[config.mk]
export PLATFORM = sky130hd
export DESIGN_NAME = json_scalar_validator
export DESIGN_NICKNAME = d
export VERILOG_FILES = /design/src/hdl/jsv_pkg.sv /design/src/hdl/json_scalar_validator.sv /design/src/hdl/jsv_scan.sv
export SDC_FILE = /design/constraint.sdc
export NUM_CORES = 1
export LEC_CHECK = 0
export BUFFER_PORTS_ARGS = -buffer_cell sky130_fd_sc_hd__buf_2
export CORE_MARGIN = 5
export CORE_UTILIZATION = 38
export CTS_CLUSTER_DIAMETER = 30
export DETAILED_ROUTE_END_ITERATION = 6
export HOLD_SLACK_MARGIN = 0.05
export RECOVER_POWER = 25
export SLEW_MARGIN = 10
export SYNTH_ARGS = -nofsm -noshare
export SYNTH_HDL_FRONTEND = slang
export SYNTH_SLANG_ARGS = --single-unit
[constraint.sdc]
create_clock -name i_clk -period 3.9 [get_ports i_clk]
set_clock_uncertainty 0.1 [all_clocks]
set_input_delay 0.585 -clock i_clk [delete_from_list [all_inputs] [get_ports i_clk]]
set_output_delay 0.585 -clock i_clk [all_outputs]
set_load 0.02 [all_outputs]
[src/hdl/jsv_pkg.sv]
// Types, codes and character helpers for the JSON scalar validator.
package jsv_pkg;

    // Result status codes
    localparam logic [1:0] ST_OK           = 2'd0;
    localparam logic [1:0] ST_EXPECT       = 2'd1;
    localparam logic [1:0] ST_INVALID      = 2'd2;
    localparam logic [1:0] ST_NOT_SINGULAR = 2'd3;

    // Value type codes
    localparam logic [1:0] TY_NULL   = 2'd0;
    localparam logic [1:0] TY_FALSE  = 2'd1;
    localparam logic [1:0] TY_TRUE   = 2'd2;
    localparam logic [1:0] TY_NUMBER = 2'd3;

    // Characters
    localparam logic [7:0] CH_NUL   = 8'h00;
    localparam logic [7:0] CH_TAB   = 8'h09;
    localparam logic [7:0] CH_LF    = 8'h0A;
    localparam logic [7:0] CH_CR    = 8'h0D;
    localparam logic [7:0] CH_SPACE = 8'h20;
    localparam logic [7:0] CH_PLUS  = 8'h2B;
    localparam logic [7:0] CH_MINUS = 8'h2D;
    localparam logic [7:0] CH_DOT   = 8'h2E;
    localparam logic [7:0] CH_0     = 8'h30;
    localparam logic [7:0] CH_9     = 8'h39;
    localparam logic [7:0] CH_UP_E  = 8'h45;
    localparam logic [7:0] CH_A     = 8'h61;
    localparam logic [7:0] CH_E     = 8'h65;
    localparam logic [7:0] CH_F     = 8'h66;
    localparam logic [7:0] CH_L     = 8'h6C;
    localparam logic [7:0] CH_N     = 8'h6E;
    localparam logic [7:0] CH_R     = 8'h72;
    localparam logic [7:0] CH_S     = 8'h73;
    localparam logic [7:0] CH_T     = 8'h74;
    localparam logic [7:0] CH_U     = 8'h75;

    typedef enum logic [3:0] {
        PH_LEAD,
        PH_LIT,
        PH_MINUS,
        PH_ZERO,
        PH_INT,
        PH_DOT,
        PH_FRAC,
        PH_EXP_MARK,
        PH_EXP_SIGN,
        PH_EXP,
        PH_TRAIL,
        PH_ERROR
    } t_phase;

    // One result word from the scanner
    typedef struct packed {
        logic       valid;
        logic [1:0] status;
        logic [1:0] vtype;
    } t_result;

    function automatic logic is_ws(input logic [7:0] b);
        return (b == CH_SPACE) || (b == CH_TAB) || (b == CH_CR) || (b == CH_LF);
    endfunction

    function automatic logic is_digit(input logic [7:0] b);
        return b inside {[CH_0:CH_9]};
    endfunction

    function automatic logic [2:0] lit_len(input logic [1:0] kind);
        return (kind == TY_FALSE) ? 3'd5 : 3'd4;
    endfunction

    // Expected character of a literal at a position; NUL past its end
    function automatic logic [7:0] lit_char(input logic [1:0] kind, input logic [2:0] pos);
        logic [7:0] c;
        c = CH_NUL;
        case (kind)
            TY_NULL: begin
                case (pos)
                    3'd0: c = CH_N;
                    3'd1: c = CH_U;
                    3'd2: c = CH_L;
                    3'd3: c = CH_L;
                    default: c = CH_NUL;
                endcase
            end
            TY_FALSE: begin
                case (pos)
                    3'd0: c = CH_F;
                    3'd1: c = CH_A;
                    3'd2: c = CH_L;
                    3'd3: c = CH_S;
                    3'd4: c = CH_E;
                    default: c = CH_NUL;
                endcase
            end
            TY_TRUE: begin
                case (pos)
                    3'd0: c = CH_T;
                    3'd1: c = CH_R;
                    3'd2: c = CH_U;
                    3'd3: c = CH_E;
                    default: c = CH_NUL;
                endcase
            end
            default: c = CH_NUL;
        endcase
        return c;
    endfunction

endpackage

[src/hdl/json_scalar_validator.sv]
// Top level of the JSON scalar validator: scanner plus output register and skid stage.
//
// The block checks one JSON text, fed one byte per word on the input channel,
// and gives one result word when it takes the zero terminator byte. Leading
// and trailing whitespace (space, tab, CR, LF) are skipped; between them it
// expects exactly one scalar: true, false, null or a JSON number. The result
// carries a status (ok, expect value, invalid value, root not singular) and a
// value type, which reads null on any error. After an error the remaining
// bytes are ignored until the terminator, which reports the first error and
// returns the scanner to its reset state for the next text.
// Rate: one byte per clock cycle while o_stall is low; a byte only advances the scan
// state machine, whose next state is a combinational function of byte compares.
// The result word of a taken terminator is registered into the output register,
// or into the skid stage while the output is stalled. The output register and
// one-word skid stage decouple the two sides: o_stall rises only while the
// skid stage holds a word, that is when two results wait behind a stalled output.
module json_scalar_validator (
    input  logic       i_clk,
    input  logic       i_rst_n,
    // input channel
    input  logic       i_valid,
    output logic       o_stall,
    input  logic [7:0] i_text_byte,
    // result channel
    output logic       o_valid,
    input  logic       i_stall,
    output logic [1:0] o_parse_status,
    output logic [1:0] o_value_type
);

    jsv_pkg::t_result scan_res;

    logic             r_out_valid;
    logic [1:0]       r_out_status;
    logic [1:0]       r_out_type;
    logic             r_skid_valid;
    logic [1:0]       r_skid_status;
    logic [1:0]       r_skid_type;

    logic             in_take;
    logic             out_free;

    // Take a byte whenever the skid stage is empty.
    assign in_take  = i_valid && !r_skid_valid;
    // Output register can load this cycle: empty or being drained.
    assign out_free = !r_out_valid || !i_stall;

    jsv_scan u_scan (
        .i_clk       (i_clk),
        .i_rst_n     (i_rst_n),
        .i_step      (in_take),
        .i_text_byte (i_text_byte),
        .o_result    (scan_res)
    );

    // Control: output register and skid valid bits
    always_ff @(posedge i_clk) begin
        if (!i_rst_n) begin
            r_out_valid  <= 1'b0;
            r_skid_valid <= 1'b0;
        end else if (out_free) begin
            // Drain skid first; no byte is taken while it is full.
            if (r_skid_valid) begin
                r_out_valid  <= 1'b1;
                r_skid_valid <= 1'b0;
            end else begin
                r_out_valid  <= scan_res.valid;
            end
        end else if (scan_res.valid) begin
            // Output held by a stall: park the new word.
            r_skid_valid <= 1'b1;
        end
    end

    // Payload: no reset
    always_ff @(posedge i_clk) begin
        if (out_free) begin
            if (r_skid_valid) begin
                r_out_status <= r_skid_status;
                r_out_type   <= r_skid_type;
            end else begin
                r_out_status <= scan_res.status;
                r_out_type   <= scan_res.vtype;
            end
        end else if (scan_res.valid) begin
            r_skid_status <= scan_res.status;
            r_skid_type   <= scan_res.vtype;
        end
    end

    assign o_stall        = r_skid_valid;
    assign o_valid        = r_out_valid;
    assign o_parse_status = r_out_status;
    assign o_value_type   = r_out_type;

endmodule

[src/hdl/jsv_scan.sv]
// Scan state machine: advances one byte per step, reports at the terminator.
module jsv_scan (
    input  logic                 i_clk,
    input  logic                 i_rst_n,
    input  logic                 i_step,
    input  logic [7:0]           i_text_byte,
    output jsv_pkg::t_result     o_result
);

    jsv_pkg::t_phase r_phase, n_phase;
    logic [2:0]      r_pos, n_pos;
    logic [1:0]      r_kind, n_kind;
    logic [1:0]      r_lstat, n_lstat;

    logic            term;
    logic            lit_bad;
    logic [2:0]      pos_inc;

    assign term    = i_step && (i_text_byte == jsv_pkg::CH_NUL);
    assign pos_inc = r_pos + 3'd1;
    assign lit_bad = (r_kind == jsv_pkg::TY_NUMBER) || (r_pos >= jsv_pkg::lit_len(r_kind))
                     || (jsv_pkg::lit_char(r_kind, r_pos) != i_text_byte);

    // Next state
    always_comb begin
        n_phase = r_phase;
        n_pos   = r_pos;
        n_kind  = r_kind;
        n_lstat = r_lstat;
        if (term) begin
            n_phase = jsv_pkg::PH_LEAD;
            n_pos   = 3'd0;
            n_kind  = jsv_pkg::TY_NULL;
            n_lstat = jsv_pkg::ST_OK;
        end else if (i_step) begin
            case (r_phase)
                jsv_pkg::PH_LEAD: begin
                    if (jsv_pkg::is_ws(i_text_byte)) begin
                        n_phase = r_phase;
                    end else if (i_text_byte == jsv_pkg::CH_T) begin
                        n_kind  = jsv_pkg::TY_TRUE;
                        n_pos   = 3'd1;
                        n_phase = jsv_pkg::PH_LIT;
                    end else if (i_text_byte == jsv_pkg::CH_F) begin
                        n_kind  = jsv_pkg::TY_FALSE;
                        n_pos   = 3'd1;
                        n_phase = jsv_pkg::PH_LIT;
                    end else if (i_text_byte == jsv_pkg::CH_N) begin
                        n_kind  = jsv_pkg::TY_NULL;
                        n_pos   = 3'd1;
                        n_phase = jsv_pkg::PH_LIT;
                    end else if (i_text_byte == jsv_pkg::CH_MINUS) begin
                        n_kind  = jsv_pkg::TY_NUMBER;
                        n_phase = jsv_pkg::PH_MINUS;
                    end else begin
                        n_kind = jsv_pkg::TY_NUMBER;
                        if (i_text_byte == jsv_pkg::CH_0) begin
                            n_phase = jsv_pkg::PH_ZERO;
                        end else if (jsv_pkg::is_digit(i_text_byte)) begin
                            n_phase = jsv_pkg::PH_INT;
                        end else begin
                            n_phase = jsv_pkg::PH_ERROR;
                            n_lstat = jsv_pkg::ST_INVALID;
                        end
                    end
                end
                jsv_pkg::PH_LIT: begin
                    if (lit_bad) begin
                        n_phase = jsv_pkg::PH_ERROR;
                        n_lstat = jsv_pkg::ST_INVALID;
                    end else begin
                        n_pos = pos_inc;
                        if (pos_inc == jsv_pkg::lit_len(r_kind)) begin
                            n_phase = jsv_pkg::PH_TRAIL;
                        end
                    end
                end
                jsv_pkg::PH_MINUS: begin
                    n_kind = jsv_pkg::TY_NUMBER;
                    if (i_text_byte == jsv_pkg::CH_0) begin
                        n_phase = jsv_pkg::PH_ZERO;
                    end else if (jsv_pkg::is_digit(i_text_byte)) begin
                        n_phase = jsv_pkg::PH_INT;
                    end else begin
                        n_phase = jsv_pkg::PH_ERROR;
                        n_lstat = jsv_pkg::ST_INVALID;
                    end
                end
                jsv_pkg::PH_ZERO, jsv_pkg::PH_INT, jsv_pkg::PH_FRAC: begin
                    if ((r_phase != jsv_pkg::PH_ZERO) && jsv_pkg::is_digit(i_text_byte)) begin
                        n_phase = r_phase;
                    end else if ((i_text_byte == jsv_pkg::CH_DOT)
                                 && (r_phase != jsv_pkg::PH_FRAC)) begin
                        n_phase = jsv_pkg::PH_DOT;
                    end else if ((i_text_byte == jsv_pkg::CH_E)
                                 || (i_text_byte == jsv_pkg::CH_UP_E)) begin
                        n_phase = jsv_pkg::PH_EXP_MARK;
                    end else if (jsv_pkg::is_ws(i_text_byte)) begin
                        n_phase = jsv_pkg::PH_TRAIL;
                    end else begin
                        n_phase = jsv_pkg::PH_ERROR;
                        n_lstat = jsv_pkg::ST_NOT_SINGULAR;
                    end
                end
                jsv_pkg::PH_DOT: begin
                    if (jsv_pkg::is_digit(i_text_byte)) begin
                        n_phase = jsv_pkg::PH_FRAC;
                    end else begin
                        n_phase = jsv_pkg::PH_ERROR;
                        n_lstat = jsv_pkg::ST_INVALID;
                    end
                end
                jsv_pkg::PH_EXP_MARK: begin
                    if ((i_text_byte == jsv_pkg::CH_PLUS) || (i_text_byte == jsv_pkg::CH_MINUS)) begin
                        n_phase = jsv_pkg::PH_EXP_SIGN;
                    end else if (jsv_pkg::is_digit(i_text_byte)) begin
                        n_phase = jsv_pkg::PH_EXP;
                    end else begin
                        n_phase = jsv_pkg::PH_ERROR;
                        n_lstat = jsv_pkg::ST_INVALID;
                    end
                end
                jsv_pkg::PH_EXP_SIGN: begin
                    if (jsv_pkg::is_digit(i_text_byte)) begin
                        n_phase = jsv_pkg::PH_EXP;
                    end else begin
                        n_phase = jsv_pkg::PH_ERROR;
                        n_lstat = jsv_pkg::ST_INVALID;
                    end
                end
                jsv_pkg::PH_EXP: begin
                    if (jsv_pkg::is_digit(i_text_byte)) begin
                        n_phase = r_phase;
                    end else if (jsv_pkg::is_ws(i_text_byte)) begin
                        n_phase = jsv_pkg::PH_TRAIL;
                    end else begin
                        n_phase = jsv_pkg::PH_ERROR;
                        n_lstat = jsv_pkg::ST_NOT_SINGULAR;
                    end
                end
                jsv_pkg::PH_TRAIL: begin
                    if (!jsv_pkg::is_ws(i_text_byte)) begin
                        n_phase = jsv_pkg::PH_ERROR;
                        n_lstat = jsv_pkg::ST_NOT_SINGULAR;
                    end
                end
                jsv_pkg::PH_ERROR: begin
                    n_phase = r_phase;
                end
                default: begin
                    n_phase = jsv_pkg::PH_ERROR;
                    n_lstat = jsv_pkg::ST_INVALID;
                end
            endcase
        end
    end

    // Result word at the terminator
    always_comb begin
        o_result.valid  = term;
        o_result.vtype  = jsv_pkg::TY_NULL;
        case (r_phase)
            jsv_pkg::PH_LEAD: begin
                o_result.status = jsv_pkg::ST_EXPECT;
            end
            jsv_pkg::PH_ZERO, jsv_pkg::PH_INT, jsv_pkg::PH_FRAC,
            jsv_pkg::PH_EXP, jsv_pkg::PH_TRAIL: begin
                o_result.status = jsv_pkg::ST_OK;
                o_result.vtype  = r_kind;
            end
            jsv_pkg::PH_ERROR: begin
                o_result.status = r_lstat;
            end
            default: begin
                o_result.status = jsv_pkg::ST_INVALID;
            end
        endcase
    end

    always_ff @(posedge i_clk) begin
        if (!i_rst_n) begin
            r_phase <= jsv_pkg::PH_LEAD;
            r_pos   <= 3'd0;
            r_kind  <= jsv_pkg::TY_NULL;
            r_lstat <= jsv_pkg::ST_OK;
        end else begin
            r_phase <= n_phase;
            r_pos   <= n_pos;
            r_kind  <= n_kind;
            r_lstat <= n_lstat;
        end
    end

endmodule

==> results of run 1 <==
==> worst max path at each step <==
| stage | from | endpoint | slack, ns |
|---|---|---|---|
| after floorplan | u_scan.r_pos[1] | u_scan.r_pos[0] | 1.17 |
| after global placement | u_scan.r_kind[1] | u_scan.r_pos[0] | 0.67 |
| after detailed placement | u_scan.r_kind[1] | u_scan.r_pos[0] | 0.71 |
| after CTS | u_scan.r_kind[1] | u_scan.r_pos[0] | 0.69 |
| after global routing | u_scan.r_kind[1] | u_scan.r_pos[0] | 0.33 |
| final | u_scan.r_kind[1] | u_scan.r_pos[0] | 0.69 |
==> layout make-up <==
cell class	count	area (sq um)
clock buffer	4	45.04
multi-input combinational	202	1370
inverter	11	41.29
tap	70	87.58
sequential	21	500.5
timing repair buffer	21	107.6
fill	549	2955
==> kinds of logic after synthesis <==
| family | count (synthesis) |
|---|---|
| xor+xnor | 7 |
| flops | 21 |
| fa+ha+maj | 6 |
| buf+inv | 26 |
| simple gates | 107 |
| mux | 10 |
| compound gates | 72 |
==> worst reg2reg max path, stage by stage (launching register included) <==
cell and delay, ns:
dfxtp_1 0.59, nand2b_1 0.22, inv_1 0.06, ha_1 0.28, o31ai_1 0.25, o311ai_0 0.18, nor4_1 0.63, nand3_1 0.18
or4_1 0.42, and3_1 0.18
==> routing by layer <==
metal  GRT usage (%)  up-vias
met5               0        -
met4           3.156        0
met3           1.302        6
met2           23.56       72
met1           21.08      897
li1                -      957
==> synthesized netlist by cell type, types with 2 or more instances <==
cell	instances	area, sq um
a211oi_1	5	37.54
a21boi_0	3	22.52
a21o_1	2	15.01
a21oi_1	18	90.09
a221oi_1	2	17.52
and2_1	3	18.77
and3_1	6	37.54
and3b_1	3	26.28
buf_1	2	7.510
buf_2	5	25.02
clkbuf_1	6	22.52
dfxtp_1	13	260.3
edfxtp_1	8	240.2
ha_1	6	75.07
inv_1	10	37.54
mux2_2	5	56.30
mux2i_1	5	50.05
nand2_1	20	75.07
nand2b_1	4	25.02
nand3_1	5	25.02
nand4_1	2	12.51
nor2_1	18	67.56
nor2b_1	10	62.56
nor3_1	3	15.01
nor3b_1	5	37.54
nor4_1	4	25.02
o211ai_1	3	22.52
o21a_1	4	30.03
o21ai_0	12	60.06
o21bai_1	3	22.52
o221ai_1	2	17.52
o311ai_0	3	26.28
o31ai_1	2	15.01
o41ai_1	3	26.28
or3_1	4	25.02
or4_1	5	37.54
xnor2_1	5	43.79
xor2_1	2	17.52
==> through the flow <==
step | cells | area (sq um) | power, W | util, %
final | 329 | 2152 | 0.0007078 | 42.14
after global routing | 329 | 2152 | 0.0007525 | 42.14
after CTS | 329 | 2160 | 0.0007093 | 42.28
after detailed placement | 325 | 2115 | 0.0005699 | 41.40
after global placement | 325 | 2115 | 0.0005726 | 41.40
after floorplan | 249 | 1986 | 0.0005011 | -
==> registers in the layout, indices dropped and copies added (netlist names) <==
signal          count
u_scan.r_kind       2
o_stall             1
u_scan.r_phase      4
o_parse_status      2
r_skid_status       2
u_scan.r_pos        3
u_scan.r_lstat      2
o_valid             1
r_skid_type         2
o_value_type        2
==> power by group through the flow <==
| stage | logic [W] | clock network, W | registers, W |
|---|---|---|---|
| finish | 0.000300 | 0.000140 | 0.000268 |
| floorplan | 0.000223 | 0 | 0.000278 |
| global route | 0.000336 | 0.000147 | 0.000270 |
| detailed placement | 0.000298 | 0 | 0.000272 |
| global placement | 0.000300 | 0 | 0.000272 |
| CTS | 0.000301 | 0.000142 | 0.000267 |
==> results_dict.tcl, run 1 <==
set metrics [dict create \
    status "finished clean" \
    crit_fanout 12 \
    min_path_cells 1 \
    hold_viol 0 \
    p_leak_nw 0.8082 \
    drtIter0Drc 138 \
    grt-ovfl-total 0 \
    diodes 0 \
    powerDensity_mw_per_mm2 328.9 \
    p_sw_w 0.0002641 \
    antenna_left 0 \
    synth_top_family_by_area "simple AND/OR/NAND/NOR gates" \
    cts_tree "done" \
    num_vias 1932 \
    r2r_cells 9 \
    place_congestion 0.8510 \
    critPathArrivalTime_ns 3.27 \
    synthMuxAreaShare_pct 5.356 \
    r2r-start "u_scan.r_kind[1]" \
    met2_length_microns 2246 \
    slowest_delay_ns 0.63 \
    cp.required_ns 3.96 \
    endpoint_kind "flop" \
    setup_viol 0 \
    drc 0 \
    numCtsBuffers 3 \
    holdCritPathClass "reg -> reg" \
    synthCells 249 \
    rsz0062_at_grt "no" \
    std_cell_rows 26 \
    ir_worst_vdd_uv 128.9 \
    drt-total-wl_microns 4905 \
    cts.reportedPaths.clkPinSlew_ns 0.08 \
    drive_above_1_share_pct 12.74 \
    avgSynthCellArea_sq_um 7.975 \
    postCtsHoldBufs 0 \
    ctsResizeCount 0 \
    startpoint_type "flop" \
    post_cts.repair.setup_buffers 0 \
    place_ws_ns 0.7075 \
    slew_headroom_pct 40.53 \
    dieArea_sq_mm 0.006771 \
    internal-power_w 0.0004437 \
    clk_latency_ns 0.25 \
    antenna_found_initial 0 \
    cts-root-buf "clkbuf_8" \
    finalWorstPathRequiredPeriod_ns 3.213 \
    power_frac_seq_pct 37.8 \
    combPwrFrac_pct 42.4 \
    cp_top_family "simple AND/OR/NAND/NOR gates" \
    ys_ff_latch 21 \
    grt_pass1_wl_microns 7900 \
    die_w_microns 82.29 \
    worst-path-stages 9 \
    critPathSlowestCell "nor4_1" \
    grt_pass1_vias 1617 \
    areaGrowthSynthToFinish_pct 8.380 \
    start_util_pct 38.88 \
    post-dp-hpwl_microns 3702 \
    htreeDepth 1 \
    synth_fa_ha_area_share_pct 3.781 \
    clock_sinks 21 \
    core-area_sq_mm 0.005107 \
    nets 278 \
    synth_simple_gate_area_share_pct 31.76 \
    fin_tns_setup_ns 0 \
    mostFrequentLayoutCells "20 x nand2_1, 18 x a21oi_1, 18 x nor2_1" \
    io_buffers 17 \
    tightest_slew_ns 0.8920 \
    fmax_ghz 0.3112 \
    seq_area_frac_synth_pct 25.20 \
    synth_edf_count 8 \
    drt-met1-wl_microns 2320 \
    yosys.area_share.xor_xnor_pct 3.088 \
    synth_compound_area_share_pct 25.02 \
    finalMaxSlewViolations 0 \
    drtPass1Iterations 4 \
    grt_use_total_pct 14.63 \
    syn_area_sq_mm 0.001986 \
    syn_nets 267 \
    worstHoldStart "u_scan.r_lstat[1]" \
    yosys.cell_types.count 66 \
    cp_num_buf_inv 1 \
    yosysWarnings 0 \
    drv_cap 0 \
    synth_ff_type "dfxtp_1" \
    reg2reg_slack_ns 0.69 \
    grt_max_degree 25 \
    avgRoutedWirePerCell_microns 14.91 \
    min_period_over_period_pct 82.38 \
    hold_end "u_scan.r_lstat[1]" \
    fin_hold_ws_ns 0.3765 \
    dieHeight_microns 82.29 \
    dr_wl_met3_microns 286 \
    crit_chain "nand2b_1 > inv_1 > ha_1 > o31ai_1 > o311ai_0 > nor4_1 > nand3_1 > or4_1 > and3_1" \
    layout_commonest_cell "nand2_1" \
    power.share.switching_pct 37.31 \
    async_flop_share_pct 0 \
    critPathKind "reg -> reg" \
    ios 18 \
    top_layer_used "met4" \
    clkPwrFrac_pct 19.8 \
    setup_slack_ns 0.6870 \
    reg2reg_to "u_scan.r_pos[0]" \
    viasPerCell 5.872 \
    clockBufferDepth 2 \
]
No activity file was read; power rests on OpenSTA's default activity.
==> run 2, diff against run 1 <==
--- a/config.mk
+++ b/config.mk
@@ -5,6 +5,7 @@
 export SDC_FILE = /design/constraint.sdc
 export NUM_CORES = 1
 export LEC_CHECK = 0
+export ABC_AREA = 1
 export BUFFER_PORTS_ARGS = -buffer_cell sky130_fd_sc_hd__buf_2
 export CORE_MARGIN = 5
 export CORE_UTILIZATION = 38
==> constraint.sdc (replaced) <==
create_clock -name i_clk -period 2.7 [get_ports i_clk]
set_clock_uncertainty 0.1 [all_clocks]
set_input_delay 0.405 -clock i_clk [delete_from_list [all_inputs] [get_ports i_clk]]
set_output_delay 0.405 -clock i_clk [all_outputs]
set_load 0.02 [all_outputs]
==> results_dict.tcl, run 2 <==
set metrics [dict create \
    numCtsBuffers 3 \
    yosys.cell_types.count 27 \
    p_leak_nw 1.024 \
    clock_sinks 21 \
    diodes 0 \
    seq_area_frac_synth_pct 26.99 \
    mostFrequentLayoutCells "103 x nand2_1, 48 x nor2_1, 36 x inv_1" \
    grt_pass1_vias 1847 \
    cts-root-buf "clkbuf_8" \
    die_w_microns 79.86 \
    grt_util_met3_pct 2.935 \
    synth_common_cells "103 x nand2_1, 48 x nor2_1, 36 x inv_1" \
    critPathSlowestCell "dfxtp_1" \
    nets 357 \
    crit_path_frequent_cell "nand2_1" \
    ctsResizeCount 0 \
    yosysWarnings 0 \
    regArea_sq_um 500.5 \
    setup_viol 0 \
    drt-total-wl_microns 4984 \
    ys_ff_latch 21 \
    synth_edf_count 8 \
    holdCritPathClass "in -> reg" \
    cp.required_ns 2.77 \
    viasPerCell 4.921 \
    avgRoutedWirePerCell_microns 12.31 \
    status "finished clean" \
    drc 0 \
    post_cts.repair.setup_buffers 0 \
    yosysTopAreaCell "nand2_1" \
    drv_cap 0 \
    synth_ff_type "dfxtp_1" \
    multiInputGateArea_sq_mm 0.001199 \
    place_ws_ns 0.3453 \
    clk_latency_ns 0.27 \
    endpoint_kind "flop" \
    htreeDepth 1 \
    antenna_found_initial 0 \
    total_power_w 0.0009593 \
    rsz0062_at_grt "no" \
    grt_max_degree 13 \
    start_util_pct 39.26 \
    drtIter0Drc 144 \
    largest_reg_flops 4 \
    syn_nets 334 \
    finalWorstPathRequiredPeriod_ns 2.369 \
    crit_fanout 7 \
    place_congestion 0.9568 \
    yosysTopAreaCellShare_pct 20.85 \
    cp_top_family "simple AND/OR/NAND/NOR gates" \
    std_cell_rows 25 \
    post-dp-hpwl_microns 4159 \
    async_flop_share_pct 0 \
    grt_use_met1_pct 24.05 \
    grt_use_total_pct 16.65 \
    tightest_slew_ns 0.5039 \
    cts_tree "done" \
    finalMaxSlewViolations 0 \
    powerDensity_mw_per_mm2 462.4 \
    areaGrowthSynthToFinish_pct 11.88 \
    setup_slack_ns 0.3310 \
    ios 18 \
    drive_above_1_share_pct 9.763 \
    fillCellCount 515 \
    startpoint_type "flop" \
    dieArea_sq_mm 0.006377 \
    top_register "u_scan.r_phase" \
    postCtsHoldBufs 0 \
    critPathArrivalTime_ns 2.44 \
    cts.reportedPaths.clkPinSlew_ns 0.08 \
    cp_num_buf_inv 1 \
    antenna_left 0 \
    fin_hold_ws_ns 0.3152 \
    fmax_ghz 0.4221 \
    ir_worst_vdd_uv 176.3 \
    crit_chain "inv_2 > nor2_4 > ha_1 > nand3b_1 > a21oi_1 > nand3_1 > nor2_1 > nand2_1 > nor2_4 > nand3_4 > nand2_1 > nand2_1 > nand2_1 > nor2_1" \
    grt_pass1_wl_microns 8452 \
    critPathKind "reg -> reg" \
    synth_area_leaders "nand2_1 21%, dfxtp_1 14%, edfxtp_1 13%" \
    num_vias 1993 \
    hold_viol 0 \
    dieHeight_microns 79.86 \
    grt-busiest-layer "met2" \
    core-area_sq_mm 0.004723 \
    layout_commonest_cell "nand2_1" \
    io_buffers 17 \
    drtPass1Iterations 4 \
    min_period_over_period_pct 87.74 \
    clockBufferDepth 2 \
    synthCells 316 \
    grt_use_met2_pct 24.71 \
    slowest_delay_ns 0.41 \
    synth.most_common_cell "nand2_1" \
    grt-ovfl-total 0 \
    top_regs "u_scan.r_phase: 4 flops, u_scan.r_pos: 3 flops" \
    syn_area_sq_mm 0.001854 \
    fin_tns_setup_ns 0 \
    avgSynthCellArea_sq_um 5.868 \
    slew_headroom_pct 66.28 \
]
## run 2: cell count changes after synthesis, sizes merged, moves of 6 or more
cell	previous run	this run
nand2	20	105
buf	9	1
clkbuf	6	0
nand4	2	13
and3	6	0
nor2b	10	0
nor3b	6	0
inv	10	40
nor2	19	53
nand3	5	34
or4	6	0
## run 2: layout make-up
class / count / share of cell area (%)
tap: 67 / 4.041
timing repair buffer: 19 / 4.584
sequential: 21 / 24.13
clock buffer: 3 / 1.990
clock inverter: 1 / 0.2413
multi-input combinational: 254 / 57.78
inverter: 40 / 7.238
## run 2: cell families (layout without fill, tap and decap cells)
group           Yosys count  in the layout  synth area share (%)
flops                    21             21                 26.99
simple gates            212            212                 50.00
buf+inv                  41             63                 8.367
compound gates           36             36                 10.59
fa+ha+maj                 6              6                 4.048
## run 2: worst paths after layout
check        slack (ns)           endpoint              start  cells past startpoint
max                0.33  u_scan.r_phase[0]   u_scan.r_kind[0]                     14
min                0.32            o_valid            i_rst_n                      3
max reg2reg        0.33  u_scan.r_phase[0]   u_scan.r_kind[0]                     14
min reg2reg        0.38  u_scan.r_lstat[1]  u_scan.r_lstat[1]                      2
## run 2: through the flow
| step | utilization [%] | cells | instance area, sq um |
|---|---|---|---|
| final | 43.92 | 405 | 2074 |
| after global routing | 43.92 | 405 | 2074 |
| after CTS | 44.03 | 405 | 2079 |
| after detailed placement | 43.05 | 401 | 2033 |
| after global placement | 43.05 | 401 | 2033 |
| after floorplan | - | 316 | 1854 |
## run 2: power by group
group	internal, W	switching (W)
clock	0.000103	0.000110
sequential	0.000359	0.0000214
combinational	0.000118	0.000248
## run 2: worst min-delay path, cell delays in order
cell and delay [ns]:
buf_2 0.10, inv_1 0.06, o21ai_0 0.07
## run 2: layer usage
| metal | vias up | share of wire [%] |
|---|---|---|
| met5 | - | 0 |
| met3 | 11 | 5.0 |
| met1 | 855 | 53 |
| met4 | 0 | 2.4 |
| li1 | 1081 | - |
| met2 | 46 | 40 |
==> run 3, diff against run 2 <==
--- a/config.mk
+++ b/config.mk
@@ -16,4 +16,5 @@
 export SLEW_MARGIN = 10
 export SYNTH_ARGS = -nofsm -noshare
 export SYNTH_HDL_FRONTEND = slang
+export SYNTH_HIERARCHICAL = 1
 export SYNTH_SLANG_ARGS = --single-unit
==> results_dict.tcl, run 3 <==
set metrics [dict create \
    ctsResizeCount 0 \
    drc 0 \
    endpoint_kind "flop" \
    top_regs "u_scan/r_phase: 4 flops, u_scan/r_pos: 3 flops" \
    crit_chain "inv_2 > nor2_4 > ha_1 > o21ai_0 > o211ai_1 > nor2_2 > nand2_2 > nor2_4 > nand4_4 > nand2_2 > nand2_1 > nand2_1 > nor2_1" \
    finalMaxSlewViolations 0 \
    drv_cap 0 \
    p_leak_nw 1.028 \
    avgRoutedWirePerCell_microns 11.43 \
    tightest_slew_ns 0.4363 \
    cts.reportedPaths.clkPinSlew_ns 0.08 \
    critPathArrivalTime_ns 2.34 \
    diodes 0 \
    dieHeight_microns 81.99 \
    rsz0062_at_grt "no" \
    fin_tns_setup_ns 0 \
    critPathSlowestCell "dfxtp_1" \
    grt_pass1_wl_microns 8266 \
    syn_area_sq_mm 0.001969 \
    critPathKind "reg -> reg" \
    seq_area_frac_synth_pct 25.41 \
    startpoint_type "flop" \
    slew_headroom_pct 70.69 \
    avgSynthCellArea_sq_um 5.950 \
    antenna_found_initial 0 \
    yosysWarnings 6 \
    combPwrFrac_pct 37.6 \
    hold_viol 0 \
    power.share.switching_pct 38.58 \
    post_cts.repair.setup_buffers 0 \
    drive_above_1_share_pct 14.29 \
    htreeDepth 1 \
    largest_reg_flops 4 \
    ir_worst_vdd_uv 282.4 \
    finalWorstPathRequiredPeriod_ns 2.280 \
    crit_fanout 7 \
    synth_common_cells "103 x nand2_1, 49 x nor2_1, 43 x inv_1" \
    grt-ovfl-total 0 \
    drt-total-wl_microns 4801 \
    nets 369 \
    dpl.cell_count 416 \
    power_frac_seq_pct 40.4 \
    numCtsBuffers 3 \
    min_period_over_period_pct 84.44 \
    clock_sinks 21 \
    fin_util_pct 42.65 \
    synth_ff_type "dfxtp_1" \
    areaGrowthSynthToFinish_pct 9.911 \
    clkPwrFrac_pct 22.0 \
    holdCritPathClass "in -> reg" \
    drtPass1Iterations 5 \
    synth.most_common_cell "nand2_1" \
    post-dp-hpwl_microns 4071 \
    top_register "u_scan/r_phase" \
    clockBufferDepth 2 \
    setup_slack_ns 0.4202 \
    status "finished clean" \
    synthCells 331 \
    layout_commonest_cell "nand2_1" \
    internal-power_w 0.0005717 \
    core-area_sq_mm 0.005075 \
    place_congestion 0.8777 \
    fin_cells 420 \
    clk_latency_ns 0.26 \
    start_util_pct 38.81 \
    viasPerCell 4.862 \
    ys_ff_latch 21 \
    slowest_delay_ns 0.41 \
    postCtsHoldBufs 0 \
    grt_use_total_pct 15.47 \
    cp_top_family "simple AND/OR/NAND/NOR gates" \
    die_w_microns 81.99 \
    num_vias 2042 \
    cp_num_buf_inv 1 \
    cp.required_ns 2.76 \
    dieArea_sq_mm 0.006722 \
    std_cell_rows 26 \
    drtIter0Drc 115 \
    yosys.cell_types.count 29 \
    yosysTopAreaCell "nand2_1" \
    grt_pass1_vias 1841 \
    cts_tree "done" \
    synth_area_leaders "nand2_1 20%, dfxtp_1 13%, edfxtp_1 12%" \
    yosysTopAreaCellShare_pct 19.63 \
    grt_max_degree 13 \
    synth_edf_count 8 \
    cts-root-buf "clkbuf_8" \
    mostFrequentLayoutCells "103 x nand2_1, 49 x nor2_1, 43 x inv_1" \
    powerDensity_mw_per_mm2 430.0 \
    async_flop_share_pct 0 \
    antenna_left 0 \
    syn_nets 349 \
    p_sw_w 0.0003591 \
    io_buffers 17 \
    ios 18 \
    fin_hold_ws_ns 0.3066 \
    place_ws_ns 0.4235 \
    setup_viol 0 \
    fmax_ghz 0.4386 \
]
-- run 3: cell count changes in the layout (fill, tap and decap cells not counted), sizes merged, moves of 2 or more --
| cell | previous run | this run |
|---|---|---|
| inv | 40 | 50 |
| nor2 | 53 | 62 |
| nand4 | 13 | 5 |
| nand3 | 34 | 27 |
| o21ai | 13 | 18 |
| nand2 | 105 | 109 |
| buf | 15 | 13 |
-- run 3: final timing paths --
path	cells past startpoint	slack [ns]	from	end
max reg2reg	13	0.42	u_scan/r_kind[0]	u_scan/r_phase[0]
min reg2reg	2	0.38	u_scan/r_lstat[1]	u_scan/r_lstat[1]
min	3	0.31	i_rst_n	o_valid
max	13	0.42	u_scan/r_kind[0]	u_scan/r_phase[0]
-- run 3: power groups by stage --
stage | registers [W] | logic, W | clock network [W]
final | 0.000376 | 0.000350 | 0.000205
after global routing | 0.000379 | 0.000399 | 0.000232
after CTS | 0.000375 | 0.000351 | 0.000212
after detailed placement | 0.000383 | 0.000350 | 0
after global placement | 0.000382 | 0.000354 | 0
after floorplan | 0.000391 | 0.000256 | 0
-- run 3: cells by family (layout without fill, tap and decap cells) --
family	count (synthesis)	count (layout)	synth area share, %
buffers and inverters	53	72	10.67
flip-flops	21	21	25.41
AO/OA/AOI/OAI	40	40	11.44
adder cells (fa/ha/maj)	6	6	3.812
AND/OR/NAND/NOR	211	211	48.67
-- run 3: metal layers --
metal | share of wire, % | vias up | wire length, microns | global-route usage (%)
met5 | 0 | - | 0 | 0
met4 | 0.48 | 0 | 23 | 2.326
met3 | 3.0 | 2 | 143 | 2.961
met2 | 49 | 30 | 2351 | 26.41
met1 | 48 | 917 | 2282 | 20.55
li1 | - | 1093 | - | -
-- run 3: final cells by class --
class | count | area, sq um
Fill cell | 591 | 2910
Multi-Input combinational cell | 257 | 1259
Sequential cell | 21 | 500.5
Inverter | 51 | 191.4
Tap cell | 70 | 87.58
Timing Repair Buffer | 17 | 80.08
Clock buffer | 3 | 41.29
Clock inverter | 1 | 5.005
-- run 3: per-stage QoR --
stage	cell area, sq um	total power [W]
after floorplan	1969	0.0006468
after global placement	2123	0.0007366
after detailed placement	2123	0.0007321
after CTS	2170	0.0009388
after global routing	2165	0.001009
final	2165	0.0009308
-- run 3: worst min-delay path, cell delays in order --
cell	delay [ns]
buf_2	0.09
o21ai_0	0.08
nand2_1	0.06
